==> config.mk <==
export PLATFORM = sky130hd
export DESIGN_NAME = syncpoint_in_order_completion_queue_core
export DESIGN_NICKNAME = d
export VERILOG_FILES = /design/src/hw/rtl/sicq_pkg.sv /design/src/hw/rtl/syncpoint_in_order_completion_queue_core.sv
export SDC_FILE = /design/constraint.sdc
export NUM_CORES = 1
export LEC_CHECK = 0
export BUFFER_PORTS_ARGS = -buffer_cell sky130_fd_sc_hd__buf_2
export CELL_PAD_IN_SITES_DETAIL_PLACEMENT = 1
export CELL_PAD_IN_SITES_GLOBAL_PLACEMENT = 2
export CORE_MARGIN = 5
export CORE_UTILIZATION = 51
export CTS_CLUSTER_SIZE = 24
export DETAILED_ROUTE_END_ITERATION = 16
export PLACE_DENSITY = 0.91
export SYNTH_ARGS = -nofsm -noshare
export SYNTH_HDL_FRONTEND = slang
export SYNTH_SLANG_ARGS = --single-unit
==> constraint.sdc <==
create_clock -name clk_i -period 15.8 [get_ports clk_i]
set_input_delay 3.16 -clock clk_i [delete_from_list [all_inputs] [get_ports clk_i]]
set_output_delay 3.16 -clock clk_i [all_outputs]
set_load 0.03 [all_outputs]
==> src/hw/rtl/sicq_pkg.sv <==
// ----------------------------------------------------------------------------
// sicq_pkg
// Types and codes for the syncpoint in-order completion queue.
// ----------------------------------------------------------------------------
`default_nettype none

package sicq_pkg;

  // command codes
  localparam logic [1:0] FUNC_IMM    = 2'd0;
  localparam logic [1:0] FUNC_DEFER  = 2'd1;
  localparam logic [1:0] FUNC_SIGNAL = 2'd2;

  // result kinds
  localparam logic [1:0] KIND_HANDLE   = 2'd0;
  localparam logic [1:0] KIND_INCR     = 2'd1;
  localparam logic [1:0] KIND_IDLE     = 2'd2;
  localparam logic [1:0] KIND_OVERFLOW = 2'd3;

  // results per command at most
  localparam int unsigned MaxResults = 16;
  localparam int unsigned NW         = $clog2(MaxResults + 1);

  typedef struct packed {
    logic [1:0]  func;
    logic [7:0]  sp_id;
    logic [31:0] done_handle;
  } item_t;

  typedef struct packed {
    logic [1:0]  kind;
    logic [31:0] new_handle;
    logic [7:0]  incr_syncpt;
    logic        last;
  } result_t;

  typedef enum logic [1:0] {
    ST_IDLE,
    ST_SEARCH,
    ST_RDHEAD,
    ST_RETIRE
  } state_e;

endpackage

`default_nettype wire

==> src/hw/rtl/syncpoint_in_order_completion_queue_core.sv <==
// ----------------------------------------------------------------------------
// syncpoint_in_order_completion_queue_core
// In-order queue of pending syncpoint increments with in-order retirement.
// ----------------------------------------------------------------------------
// A command is taken when start is high and busy is low; its results appear
// on result_o, each marked by result_valid_o for one cycle, the final one
// flagged by last. For a deferred increment, an overflow or an unused code
// the first result comes the cycle after the transfer; retired increments
// follow one per cycle. The receiver cannot stall, so every strobe must be
// taken. A deferred increment or an unused code keeps busy low. An immediate
// increment and a signal done retire completed entries from the head; a
// signal done first searches from the head and stops at the first entry whose
// handle matches, or when none of the queued entries match. The handle search
// reads one entry a cycle from the handle memory and compares it the cycle
// after; entries are retired from the head one per cycle through the
// syncpoint memory read port, at most 16. Entry handles and syncpoints live
// in memories; completion flags are flip-flops.
`default_nettype none

module syncpoint_in_order_completion_queue_core
  import sicq_pkg::*;
#(
  parameter int unsigned QUEUE_DEPTH = 16
) (
  input  wire logic    clk_i,
  input  wire logic    rst_ni,
  input  wire logic    start,
  output logic         busy,
  input  wire item_t   item_i,
  output logic         result_valid_o,
  output result_t      result_o
);

  localparam int unsigned IW = $clog2(QUEUE_DEPTH);
  localparam int unsigned CW = $clog2(QUEUE_DEPTH + 1);

  function automatic logic [IW-1:0] slot(input logic [IW-1:0] h, input logic [IW:0] off);
    logic [IW:0] sum;
    sum = {1'b0, h} + off;
    if (sum >= (IW+1)'(QUEUE_DEPTH)) begin
      sum = sum - (IW+1)'(QUEUE_DEPTH);
    end
    return sum[IW-1:0];
  endfunction

  logic [31:0] mem_handle [QUEUE_DEPTH];
  logic [7:0]  mem_sp     [QUEUE_DEPTH];

  state_e            state_q, state_d;
  logic [CW-1:0]     cnt_q, cnt_d;
  logic              cmp_vld_q, cmp_vld_d;
  logic [IW-1:0]     cmp_slot_q, cmp_slot_d;
  logic [NW-1:0]     n_q, n_d;
  logic [IW-1:0]     head_q, head_d;
  logic [CW-1:0]     count_q, count_d;
  logic [31:0]       next_handle_q, next_handle_d;
  logic [QUEUE_DEPTH-1:0] cmpl_q, cmpl_d;
  logic [31:0]       dh_q, dh_d;
  logic              out_vld_q, out_vld_d;
  result_t           out_q, out_d;

  logic [31:0]       rd_handle_q;
  logic [7:0]        rd_sp_q;
  logic [IW-1:0]     hrd_addr, srd_addr;
  logic              wr_en;
  logic [IW-1:0]     wr_addr;
  logic [31:0]       wr_handle;
  logic [7:0]        wr_sp;

  logic [IW-1:0]     tail, head_inc, search_slot;
  logic              full, retire_now, more;

  assign tail        = slot(head_q, (IW+1)'(count_q));
  assign head_inc    = slot(head_q, (IW+1)'(1));
  assign search_slot = slot(head_q, (IW+1)'(cnt_q));
  assign full        = (count_q == CW'(QUEUE_DEPTH));
  assign retire_now  = (n_q < NW'(MaxResults)) && (count_q != '0) && cmpl_q[head_q];
  assign more        = ((n_q + NW'(1)) < NW'(MaxResults)) && (count_q > CW'(1))
                       && cmpl_q[head_inc];

  always_comb begin
    state_d       = state_q;
    cnt_d         = cnt_q;
    cmp_vld_d     = 1'b0;
    cmp_slot_d    = cmp_slot_q;
    n_d           = n_q;
    head_d        = head_q;
    count_d       = count_q;
    next_handle_d = next_handle_q;
    cmpl_d        = cmpl_q;
    dh_d          = dh_q;
    out_vld_d     = 1'b0;
    out_d         = '0;
    hrd_addr      = search_slot;
    srd_addr      = head_q;
    wr_en         = 1'b0;
    wr_addr       = tail;
    wr_handle     = '0;
    wr_sp         = item_i.sp_id;

    case (state_q)
      ST_IDLE: begin
        if (start) begin
          n_d  = '0;
          dh_d = item_i.done_handle;
          case (item_i.func)
            FUNC_IMM: begin
              if (full) begin
                out_vld_d    = 1'b1;
                out_d.kind   = KIND_OVERFLOW;
                out_d.last   = ~cmpl_q[head_q];
                n_d          = NW'(1);
              end else begin
                wr_en          = 1'b1;
                cmpl_d[tail]   = 1'b1;
                count_d        = count_q + CW'(1);
              end
              state_d = ST_RDHEAD;
            end
            FUNC_DEFER: begin
              out_vld_d  = 1'b1;
              out_d.last = 1'b1;
              if (full) begin
                out_d.kind = KIND_OVERFLOW;
              end else begin
                wr_en            = 1'b1;
                wr_handle        = next_handle_q;
                cmpl_d[tail]     = 1'b0;
                count_d          = count_q + CW'(1);
                out_d.kind       = KIND_HANDLE;
                out_d.new_handle = next_handle_q;
                next_handle_d    = next_handle_q + 32'd1;
              end
            end
            FUNC_SIGNAL: begin
              cnt_d   = '0;
              state_d = ST_SEARCH;
            end
            default: begin
              out_vld_d  = 1'b1;
              out_d.kind = KIND_IDLE;
              out_d.last = 1'b1;
            end
          endcase
        end
      end

      ST_SEARCH: begin
        // read one entry a cycle, compare the one read the cycle before
        if (cnt_q < count_q) begin
          cnt_d      = cnt_q + CW'(1);
          cmp_vld_d  = 1'b1;
          cmp_slot_d = search_slot;
        end
        if (cmp_vld_q && (rd_handle_q == dh_q)) begin
          cmpl_d[cmp_slot_q] = 1'b1;
          cmp_vld_d          = 1'b0;
          state_d            = ST_RDHEAD;
        end else if (!cmp_vld_q && (cnt_q >= count_q)) begin
          state_d = ST_RDHEAD;
        end
      end

      ST_RDHEAD: begin
        srd_addr = head_q;
        state_d  = ST_RETIRE;
      end

      ST_RETIRE: begin
        if (retire_now) begin
          out_vld_d         = 1'b1;
          out_d.kind        = KIND_INCR;
          out_d.incr_syncpt = rd_sp_q;
          out_d.last        = ~more;
          cmpl_d[head_q]    = 1'b0;
          head_d            = head_inc;
          count_d           = count_q - CW'(1);
          n_d               = n_q + NW'(1);
          // prefetch the syncpoint of the next head
          srd_addr          = head_inc;
        end else begin
          if (n_q == '0) begin
            out_vld_d  = 1'b1;
            out_d.kind = KIND_IDLE;
            out_d.last = 1'b1;
          end
          state_d = ST_IDLE;
        end
      end

      default: begin
        state_d = ST_IDLE;
      end
    endcase
  end

  assign busy           = (state_q != ST_IDLE);
  assign result_valid_o = out_vld_q;
  assign result_o       = out_q;

  always_ff @(posedge clk_i or negedge rst_ni) begin
    if (!rst_ni) begin
      state_q       <= ST_IDLE;
      cnt_q         <= '0;
      cmp_vld_q     <= 1'b0;
      n_q           <= '0;
      head_q        <= '0;
      count_q       <= '0;
      next_handle_q <= '0;
      cmpl_q        <= '0;
      out_vld_q     <= 1'b0;
    end else begin
      state_q       <= state_d;
      cnt_q         <= cnt_d;
      cmp_vld_q     <= cmp_vld_d;
      n_q           <= n_d;
      head_q        <= head_d;
      count_q       <= count_d;
      next_handle_q <= next_handle_d;
      cmpl_q        <= cmpl_d;
      out_vld_q     <= out_vld_d;
    end
  end

  always_ff @(posedge clk_i) begin
    cmp_slot_q <= cmp_slot_d;
    dh_q       <= dh_d;
    out_q      <= out_d;
  end

  always_ff @(posedge clk_i) begin
    if (wr_en) begin
      mem_handle[wr_addr] <= wr_handle;
      mem_sp[wr_addr]     <= wr_sp;
    end
    rd_handle_q <= mem_handle[hrd_addr];
    rd_sp_q     <= mem_sp[srd_addr];
  end

endmodule

`default_nettype wire
* After elaboration in Yosys (flattened, before gate mapping) *
Memories as Yosys holds them, arrays and structs flattened. A register that Yosys moved wholly into a read port is not among the register bits.
Cells that the tools add are included.

storage, ports and cells
  output and inout bits = 45
  latch bits = 0
  memories kept = 2
  memory bits (read-only) = 0
  RAM bits = 640
  bits in registers = 150
  word-level logic and storage cells = 172
  input bits = 45

operators by class
  shifts and indexed selects = 0
  reduce and logical (&&, ||, !) cells = 28
  bitwise logic cells = 9
  eq/ne operators = 20
  add/sub/neg operators = 11
  order comparisons = 15
  muxes and demuxes = 72
  div/mod/pow operators = 0
  multipliers = 0

memory list
  memory      depth  width  read ports  clocked after memory_dff  wr ports  line                                            RTL
  mem_handle  16     32     1           1                         1         syncpoint_in_order_completion_queue_core.sv:46  logic [31:0] mem_handle [QUEUE_DEPTH];
  mem_sp      16     8      1           1                         1         syncpoint_in_order_completion_queue_core.sv:47  logic [7:0] mem_sp [QUEUE_DEPTH];

operator list
  operator                 number
  $mux W32                 4
  $mux W16                 5
  $pmux W16 S3             1
  $mux W5                  9
  $mux W34                 1
  $add A32 B1 Y32 const B  1
  $and A16 B16 Y16         2
  $eq A32 B32 Y1           1
  $not A16 Y16             2
  $or A16 B16 Y16          2
  $pmux W16 S2             1
  $pmux W5 S2              3
  $mux W1                  23
  $lt A4 B5 Y1 const B     4
  $mux W4                  5
  $add A5 B1 Y5 const B    3
  $ge A5 B5 Y1 const B     3
  $mux W2                  7
  $ne A2 B2 Y1 const B     7
  $demux W1 S4             3
  $ge A4 B1 Y1 const B     3
  $pmux W2 S2              3
  $reduce_and A4 Y1        3
  $sub A4 B1 Y4 const B    3
  other kinds (29)         56

* Depth between registers and ports, before layout *
Gate-level depths: netlist (run 1).

  depth after elaboration = 13
  depth in mapped cells = 12
  gate-level depth less buffers = 9

* Worst setup path before layout (run 1) *
Ideal clock, no wire load.

  path type = input-to-reg
  start = input port start
  end = memory mem_handle[10][0], enable pin
  stages on the path = 5
  data required time = 15313 ps
  library setup time = 487 ps
  data arrival time = 7325 ps
  slack = 7988 ps
  path buffers = 1
  cells stage by stage = nand2_1 -> inv_1 -> nand2_1 -> clkbuf_1 -> nor3_1

on the way
  cells in the longest elaborated chain, start to end = 4

ends and longest elaborated chain
  item                           line                                             RTL
  start: declaration             syncpoint_in_order_completion_queue_core.sv:27   input wire logic start,
  $mux W1                        syncpoint_in_order_completion_queue_core.sv:103  if (start) begin
  $mux W1                        syncpoint_in_order_completion_queue_core.sv:101  case (state_q)
  $mux W1                        syncpoint_in_order_completion_queue_core.sv:232  if (wr_en) begin
  $mux W1 (implied by the code)  syncpoint_in_order_completion_queue_core.sv:233  mem_handle[wr_addr] <= wr_handle;
  end: declaration               syncpoint_in_order_completion_queue_core.sv:46

Every way passes these cells.

* Worst setup path in the final report (run 1) *
  start = input port start
  end = memory mem_handle[8][28], enable pin

The elaborated chain is that of the path after synthesis.

==> reports/metrics.csv, run 1 <==
stage,metric,value,unit
grt,grt_overflow_total,0,
placed_design,dp_cells,2867,
cts,path_clk_slew,0.05,ns
pwr,p_per_area,166.8,mW/mm^2
pwr,p_leak,13.76,nW
cts,cts_num_sinks,830,
setup_path,path_cells,"buf_2, nand2_1, inv_2, buf_4, nand3_1, nor2_4, buf_4",
die,core-area,0.06575,sq mm
worst_hold_path,hold_depth,1,
synthesis,synth_edf_count,676,
synthesis,synth_area_leaders,"edfxtp_1 (60%), mux4_2 (11%), dfrtp_1 (5.3%)",
placed_design,gp_congestion,0.8414,
pwr,ir_drop,172.6,uV
grt,grt_pass1_wl,132.8,mm
setup_path,path_max_fanout,36,
cts,clockRootBuffer,clkbuf_16,
die,die-area,0.07158,sq mm
detailed_routing,avgViaCountPerCell,6.261,
final_layout,nFillCells,5867,
timing,setup_violations,0,
setup_path,r2r-start,dh_q[23]$_DFFE_PP_,
setup_path,reg2reg_setup_slack,11.44,ns
synthesis,ys.warnings.count,0,
synthesis,netlist_instances,1973,
final_layout,drive_above_1_share,22.15,%
detailed_routing,drt_iter0_drc,1621,
run_status,status,"finished, final reports clean",
die,ios,90,
cts,cts_setup_buffers,0,
worst_hold_path,hold_start,rd_sp_q[1]$_DFF_P_,
grt,antenna_found_initial,3,
cts,cts_made_buffers,85,
cts,clk_path_buf_depth,3,
setup_path,cp.required,16.05,ns
synthesis,ys_seq_elements,830,
timing,fin_setup_tns,0,ns
detailed_routing,drc,0,
timing,skew,0.03125,ns
die,dieHeight,267.5,um
cts,cts_tree,built,
final_layout,fin_util,58.17,%
timing,max_freq,176.6,MHz
detailed_routing,firstDrtPassIters,6,
setup_path,worstSetupPathType,in2reg,
flow_run,drv_cap,0,
cts,cts-resized-gates,0,
detailed_routing,dr_total_vias,18951,
synthesis,yosysTopAreaCell,edfxtp_1,
synthesis,async_flop_share,8.554,%
timing,finalHoldViolations,0,
cts,clk_latency,0.64,ns
timing,worst_slack,10.14,ns
setup_path,worst_ep_arrival_time,5.91,ns
grt,grt_use_total,24.74,%
placed_design,portBuffers,89,
grt,grt_max_degree,66,
final_layout,layout_common_cells,"edfxtp_1 (676), mux4_2 (166), nand2_1 (94)",
placed_design,dp_hpwl,50.74,mm
final_layout,fin_nets,2164,
synthesis,avgSynthCellArea,17.15,sq um
setup_path,slowest_delay,0.59,ns
final_layout,syn_to_final_growth,13.06,%
die,initial_core_util,51.45,%
timing,fin_crit,5.664,ns
setup_path,cpMostUsedCell,buf_4,
placed_design,dpl_worst_slack,9.560,ns
setup_path,slowest_stage,buf_4,
final_layout,final_common_cell,edfxtp_1,
die,fp.dieW,267.5,um
synthesis,syn_nets,2047,
timing,rsz0062_at_grt,false,
detailed_routing,wl_per_cell,28.99,um
detailed_routing,ant_nets,0,
timing,worst_pin_slew,1.347,ns
synthesis,synthFlopType,edfxtp_1,
setup_path,rr_worst_depth,7,
grt,first_global_vias,20488,
worst_hold_path,holdPathEnd,result_o[2]$_SDFF_PN0_,
cts,htree_levels,3,
final_layout,antennaDiodeCount,0,
synthesis,yosysSeqAreaShare,70.17,%
timing,fin_crit_sh,35.85,%
detailed_routing,wl,87.76,mm
synthesis,synth_top_area_share,60.01,%
synthesis,ys_types,66,
setup_path,worstSetupEndpointType,flip-flop,
synthesis,synth_area,0.03383,sq mm
worst_hold_path,worstHoldPathType,reg2reg,
cts,ctsHoldBuffers,0,
final_layout,final_cells,3027,
setup_path,cp-start-kind,input pin,
die,std_cell_rows,94,
timing,relSlewSlack,9.362,%
timing,maxSlewViolCount,0,
-- flip-flops by register name, indices dropped and copies added (netlist names), 5 cells and up, named ones only --
| name | cells |
|---|---|
| dh_q | 32 |
| next_handle_q | 32 |
| rd_handle_q | 32 |
| mem_handle | 512 |
| count_q | 5 |
| cnt_q | 5 |
| mem_sp | 128 |
| n_q | 5 |
| rd_sp_q | 8 |
| result_o | 43 |
-- cell type report --
cell class,instances,area (sq um),share of cell area [%]
Sequential cell,830,23740,62.08
Multi-Input combinational cell,1023,9746,25.48
Clock buffer,110,2347,6.138
Tap cell,864,1081,2.827
Timing Repair Buffer,126,725.7,1.898
Clock inverter,50,511.7,1.338
Inverter,24,90.09,0.2356
-- how the worst max path moves through the flow --
stage                from                          end  slack, ns
finish              start  mem_handle[8][28]$_DFFE_PP_      10.14
global route        start  mem_handle[8][28]$_DFFE_PP_      10.01
CTS                 start  mem_handle[8][28]$_DFFE_PP_      10.19
detailed placement  start  mem_handle[8][28]$_DFFE_PP_       9.56
global placement    start  mem_handle[8][28]$_DFFE_PP_       9.65
floorplan           start  mem_handle[10][0]$_DFFE_PP_       7.99
-- logic make-up (layout without fill, tap and decap cells) --
group | count (synthesis) | after routing | synth area share, %
AOI/OAI and AO/OA | 261 | 261 | 5.230
xor gates and xnor gates | 87 | 87 | 2.253
adders and majority gates | 29 | 29 | 1.117
buffers and inverters | 120 | 310 | 1.468
DFF | 830 | 830 | 70.17
muxes | 255 | 255 | 13.80
and+or+nand+nor | 391 | 391 | 5.962
-- stage by stage --
| stage | total power, W | area (sq um) | hold WS, ns |
|---|---|---|---|
| floorplan | 0.003879 | 33830 | 0.4057 |
| global placement | 0.004292 | 35380 | 0.4192 |
| detailed placement | 0.004363 | 35380 | 0.4235 |
| CTS | 0.006418 | 38240 | 0.4353 |
| global route | 0.006657 | 38240 | 0.4568 |
| finish | 0.006381 | 38240 | 0.4336 |
-- cell usage after synthesis, types with 3 or more instances --
master and n:
xor2_1 53, mux2_2 25, nor3_1 35, o21a_1 4, xnor2_1 34, nand4_1 14
buf_2 16, dfxtp_1 83, a31oi_1 15, buf_1 17, a21oi_1 68, o32a_1 4
o32ai_1 6, nand2_1 94, nor2_1 61, o31ai_1 3, buf_6 3, o21ai_0 51
a2bb2oi_1 9, ha_1 27, and2_1 71, edfxtp_1 676, a211oi_1 34, inv_1 23
dfrtp_1 71, o211ai_1 10, nor2b_1 45, o22ai_1 8, nand3_1 30, nand2b_1 5
o311ai_0 10, o22a_1 6, and4_1 4, a21o_1 7, mux2i_1 62, o221ai_1 9
and3_1 11, clkbuf_1 59, a221oi_1 4, nor4_1 10, mux4_2 166
-- power breakdown --
part	internal (W)	switching, W	leakage (nW)
Sequential	0.00247	0.000120	8.59
Combinational	0.000706	0.00103	3.79
Clock	0.00120	0.000850	1.37
Total	0.00438	0.00200	13.8
-- worst max-delay path: cells and delay by family --
kind	cells	cell delay, ns
simple gates	3	1.29
buf+inv	4	1.41
-- layer usage --
| metal | share of wire [%] | global-route usage (%) |
|---|---|---|
| met1 | 38 | 32.27 |
| met2 | 51 | 42.35 |
| met3 | 7.3 | 4.548 |
| met4 | 3.4 | 8.497 |
| met5 | 0.0080 | 0 |
(Power assumes the default switching activity.)
==> inputs of run 2 (changes only) <==
--- a/config.mk
+++ b/config.mk
@@ -5,14 +5,15 @@
 export SDC_FILE = /design/constraint.sdc
 export NUM_CORES = 1
 export LEC_CHECK = 0
+export ABC_AREA = 1
 export BUFFER_PORTS_ARGS = -buffer_cell sky130_fd_sc_hd__buf_2
 export CELL_PAD_IN_SITES_DETAIL_PLACEMENT = 1
 export CELL_PAD_IN_SITES_GLOBAL_PLACEMENT = 2
 export CORE_MARGIN = 5
-export CORE_UTILIZATION = 51
+export CORE_UTILIZATION = 43
 export CTS_CLUSTER_SIZE = 24
 export DETAILED_ROUTE_END_ITERATION = 16
-export PLACE_DENSITY = 0.91
+export PLACE_DENSITY = 0.86
 export SYNTH_ARGS = -nofsm -noshare
 export SYNTH_HDL_FRONTEND = slang
 export SYNTH_SLANG_ARGS = --single-unit
==> constraint.sdc (replaced) <==
create_clock -name clk_i -period 5.4 [get_ports clk_i]
set_input_delay 1.08 -clock clk_i [delete_from_list [all_inputs] [get_ports clk_i]]
set_output_delay 1.08 -clock clk_i [all_outputs]
set_load 0.03 [all_outputs]
==> reports/metrics.csv, run 2 <==
stage,metric,value,unit
synthesis,netlist_instances,2911,
timing,maxSlewViolCount,0,
timing,worst_slack,1.358,ns
grt,antenna_found_initial,2,
worst_hold_path,worstHoldPathType,reg2reg,
cts,path_clk_slew,0.06,ns
timing,rsz0062_at_grt,false,
synthesis,synth_top_family_by_area,simple AND/OR/NAND/NOR gates,
synthesis,yosys.cell_count.top_type,edfxtp_1,
final_layout,fin_nets,3071,
synthesis,synthAdderAreaFrac,1.092,%
pwr,p_int,0.01376,W
die,ios,90,
cts,cts-resized-gates,0,
die,initial_core_util,43.16,%
synthesis,syn_nets,2985,
detailed_routing,avgViaCountPerCell,5.550,
synthesis,ys_types,50,
die,dieHeight,293.7,um
timing,finalHoldViolations,0,
grt,grt_use_total,22.34,%
synthesis,muxShareOfSynthArea,3.703,%
pwr,p_leak,15.31,nW
placed_design,dp_cells,3965,
setup_path,worst_ep_arrival_time,4.64,ns
die,fp.dieW,293.7,um
detailed_routing,dr_total_vias,22954,
synthesis,ys.warnings.count,0,
synthesis,synth_area,0.03460,sq mm
synthesis,synthFlopType,edfxtp_1,
synthesis,avgSynthCellArea,11.88,sq um
pwr,p_comb_share,37.9,%
synthesis,synth_edf_count,676,
placed_design,portBuffers,89,
final_layout,final_common_cell,edfxtp_1,
setup_path,path_max_fanout,42,
synthesis,synth_area_leaders,"edfxtp_1 (59%), dfrtp_1 (5.1%), dfxtp_1 (4.8%)",
final_layout,nFillCells,8394,
detailed_routing,wl,97.63,mm
timing,setup_violations,0,
final_layout,regMostFlops,mem_handle,
synthesis,yosysSeqAreaShare,68.61,%
pwr,ir_drop,661.2,uV
pwr,switching_share,39.54,%
flow_run,drv_cap,0,
cts,clockRootBuffer,clkbuf_16,
detailed_routing,drc,0,
pwr,seqPwrFrac,35.3,%
final_layout,layout_common_cells,"edfxtp_1 (676), inv_1 (380), nand2_1 (332)",
grt,first_global_vias,24342,
timing,fin_crit,4.042,ns
cts,ctsHoldBuffers,0,
synthesis,synth_common_cells,"edfxtp_1 (676), inv_1 (384), nand2_1 (332)",
final_layout,syn_to_final_growth,13.73,%
setup_path,worstSetupPathType,reg2reg,
grt,grt_pass1_wl,148.9,mm
detailed_routing,firstDrtPassIters,5,
timing,fin_crit_sh,74.85,%
placed_design,dp_hpwl,55.81,mm
synthesis,synth_top_area_share,58.67,%
cts,clk_latency,0.66,ns
grt,grt_max_degree,95,
placed_design,gp_congestion,0.8568,
final_layout,largest_reg_flops,512,
synthesis,ys_seq_elements,830,
synthesis,async_flop_share,8.554,%
timing,skew,0.04372,ns
placed_design,dpl_worst_slack,1.412,ns
setup_path,cp-start-kind,flip-flop,
timing,fin_setup_tns,0,ns
cts,cts_made_buffers,90,
pwr,p_per_area,578.4,mW/mm^2
cts,cts_num_sinks,830,
final_layout,final_cells,4136,
final_layout,drive_above_1_share,10.80,%
synthesis,synthSimpleGateAreaFrac,10.14,%
setup_path,cp.required,6.00,ns
final_layout,fin_util,49.09,%
synthesis,yosysTopAreaCell,edfxtp_1,
run_status,status,"finished, final reports clean",
cts,cts_setup_buffers,0,
synthesis,synth-xor-area-share,1.595,%
timing,max_freq,247.4,MHz
cts,cts_tree,built,
cts,clk_path_buf_depth,3,
die,die-area,0.08623,sq mm
pwr,power,0.02276,W
detailed_routing,drt_iter0_drc,1887,
grt,grt_overflow_total,0,
timing,relSlewSlack,23.87,%
detailed_routing,wl_per_cell,23.61,um
die,core-area,0.08016,sq mm
die,std_cell_rows,104,
cts,htree_levels,3,
setup_path,worstSetupEndpointType,flip-flop,
timing,worst_pin_slew,1.138,ns
detailed_routing,ant_nets,0,
pwr,power_switching,0.008999,W
pwr,p_clk_share,26.8,%
synthesis,synth_compound_area_share,8.781,%
[run 2: changes by cell type after synthesis, sizes merged, moves of 35 or more]
cell,change
o21ai,+175
inv,+366
nand3,+166
a21oi,+119
mux4,-166
o211ai,+56
nor2b,-45
mux2i,+66
and2,-71
a211oi,-35
nand2,+244
nor2,+89
[run 2: worst max-delay path, stage by stage (launching register included)]
cell and delay (ns):
dfrtp_1 1.06, inv_4 0.20, nand2_1 0.14, nand3_1 0.09
nand2_1 0.09, nand2_1 0.06, nand2_1 0.07, inv_2 0.04
nand2_4 0.10, nand3_4 0.27, nand2_2 0.49, nand2_2 0.64
nand2_1 0.25, nand3_1 0.10, nand3_1 0.12, nand3_1 0.10
nand2_1 0.10
[run 2: final cells by class]
type / instances / area, sq um / share of cell area [%]
sequential: 830 / 23740 / 60.33
clock buffer: 128 / 2496 / 6.344
multi-input combinational: 1546 / 8925 / 22.68
antenna: 1 / 2.502 / 0.006360
clock inverter: 42 / 429.2 / 1.091
tap: 1060 / 1326 / 3.371
inverter: 390 / 1470 / 3.736
timing repair buffer: 139 / 960.9 / 2.442
[run 2: metrics by stage]
step / hold WS, ns / cell area, sq um
detailed placement: 0.4071 / 36420
CTS: 0.4149 / 39350
global placement: 0.4058 / 36420
global route: 0.4350 / 39350
floorplan: 0.3936 / 34600
finish: 0.4125 / 39350
[run 2: final timing paths]
kind,endpoint,start,slack [ns],cells after the start
max in group asynchronous,async pin,rst_ni,3.91,2
hold / removal,result_o[8]$_SDFF_PN0_,rd_sp_q[7]$_DFF_P_,0.41,2
min in group asynchronous,n_q[0]$_DFFE_PN0P_,rst_ni,0.44,1
hold reg to reg,result_o[8]$_SDFF_PN0_,rd_sp_q[7]$_DFF_P_,0.41,2
setup / recovery,rd_sp_q[5]$_DFF_P_,head_q[0]$_DFF_PN0_,1.36,16
setup reg to reg,rd_sp_q[5]$_DFF_P_,head_q[0]$_DFF_PN0_,1.36,16
[run 2: logic make-up after synthesis]
family,Yosys count
AOI/OAI and AO/OA,545
xor gates and xnor gates,63
adders and majority gates,29
buffers and inverters,535
DFF,830
muxes,128
and+or+nand+nor,781
[run 2: layer usage]
| layer | GRT usage, % | part of all wire (%) | up-vias |
|---|---|---|---|
| li1 | - | - | 10355 |
| met1 | 29.73 | 42 | 11740 |
| met2 | 38.41 | 50 | 674 |
| met3 | 2.913 | 4.9 | 183 |
| met4 | 7.112 | 3.1 | 2 |
| met5 | 0 | 0.013 | - |
[run 2: power groups by stage]
stage          registers, W  logic, W  clock network [W]
2_1_floorplan       0.00801   0.00593                  0
3_3_place_gp        0.00814   0.00811                  0
3_5_place_dp        0.00817   0.00848                  0
4_1_cts             0.00804   0.00864            0.00623
5_1_grt             0.00809   0.00945            0.00652
6_report            0.00803   0.00862            0.00610
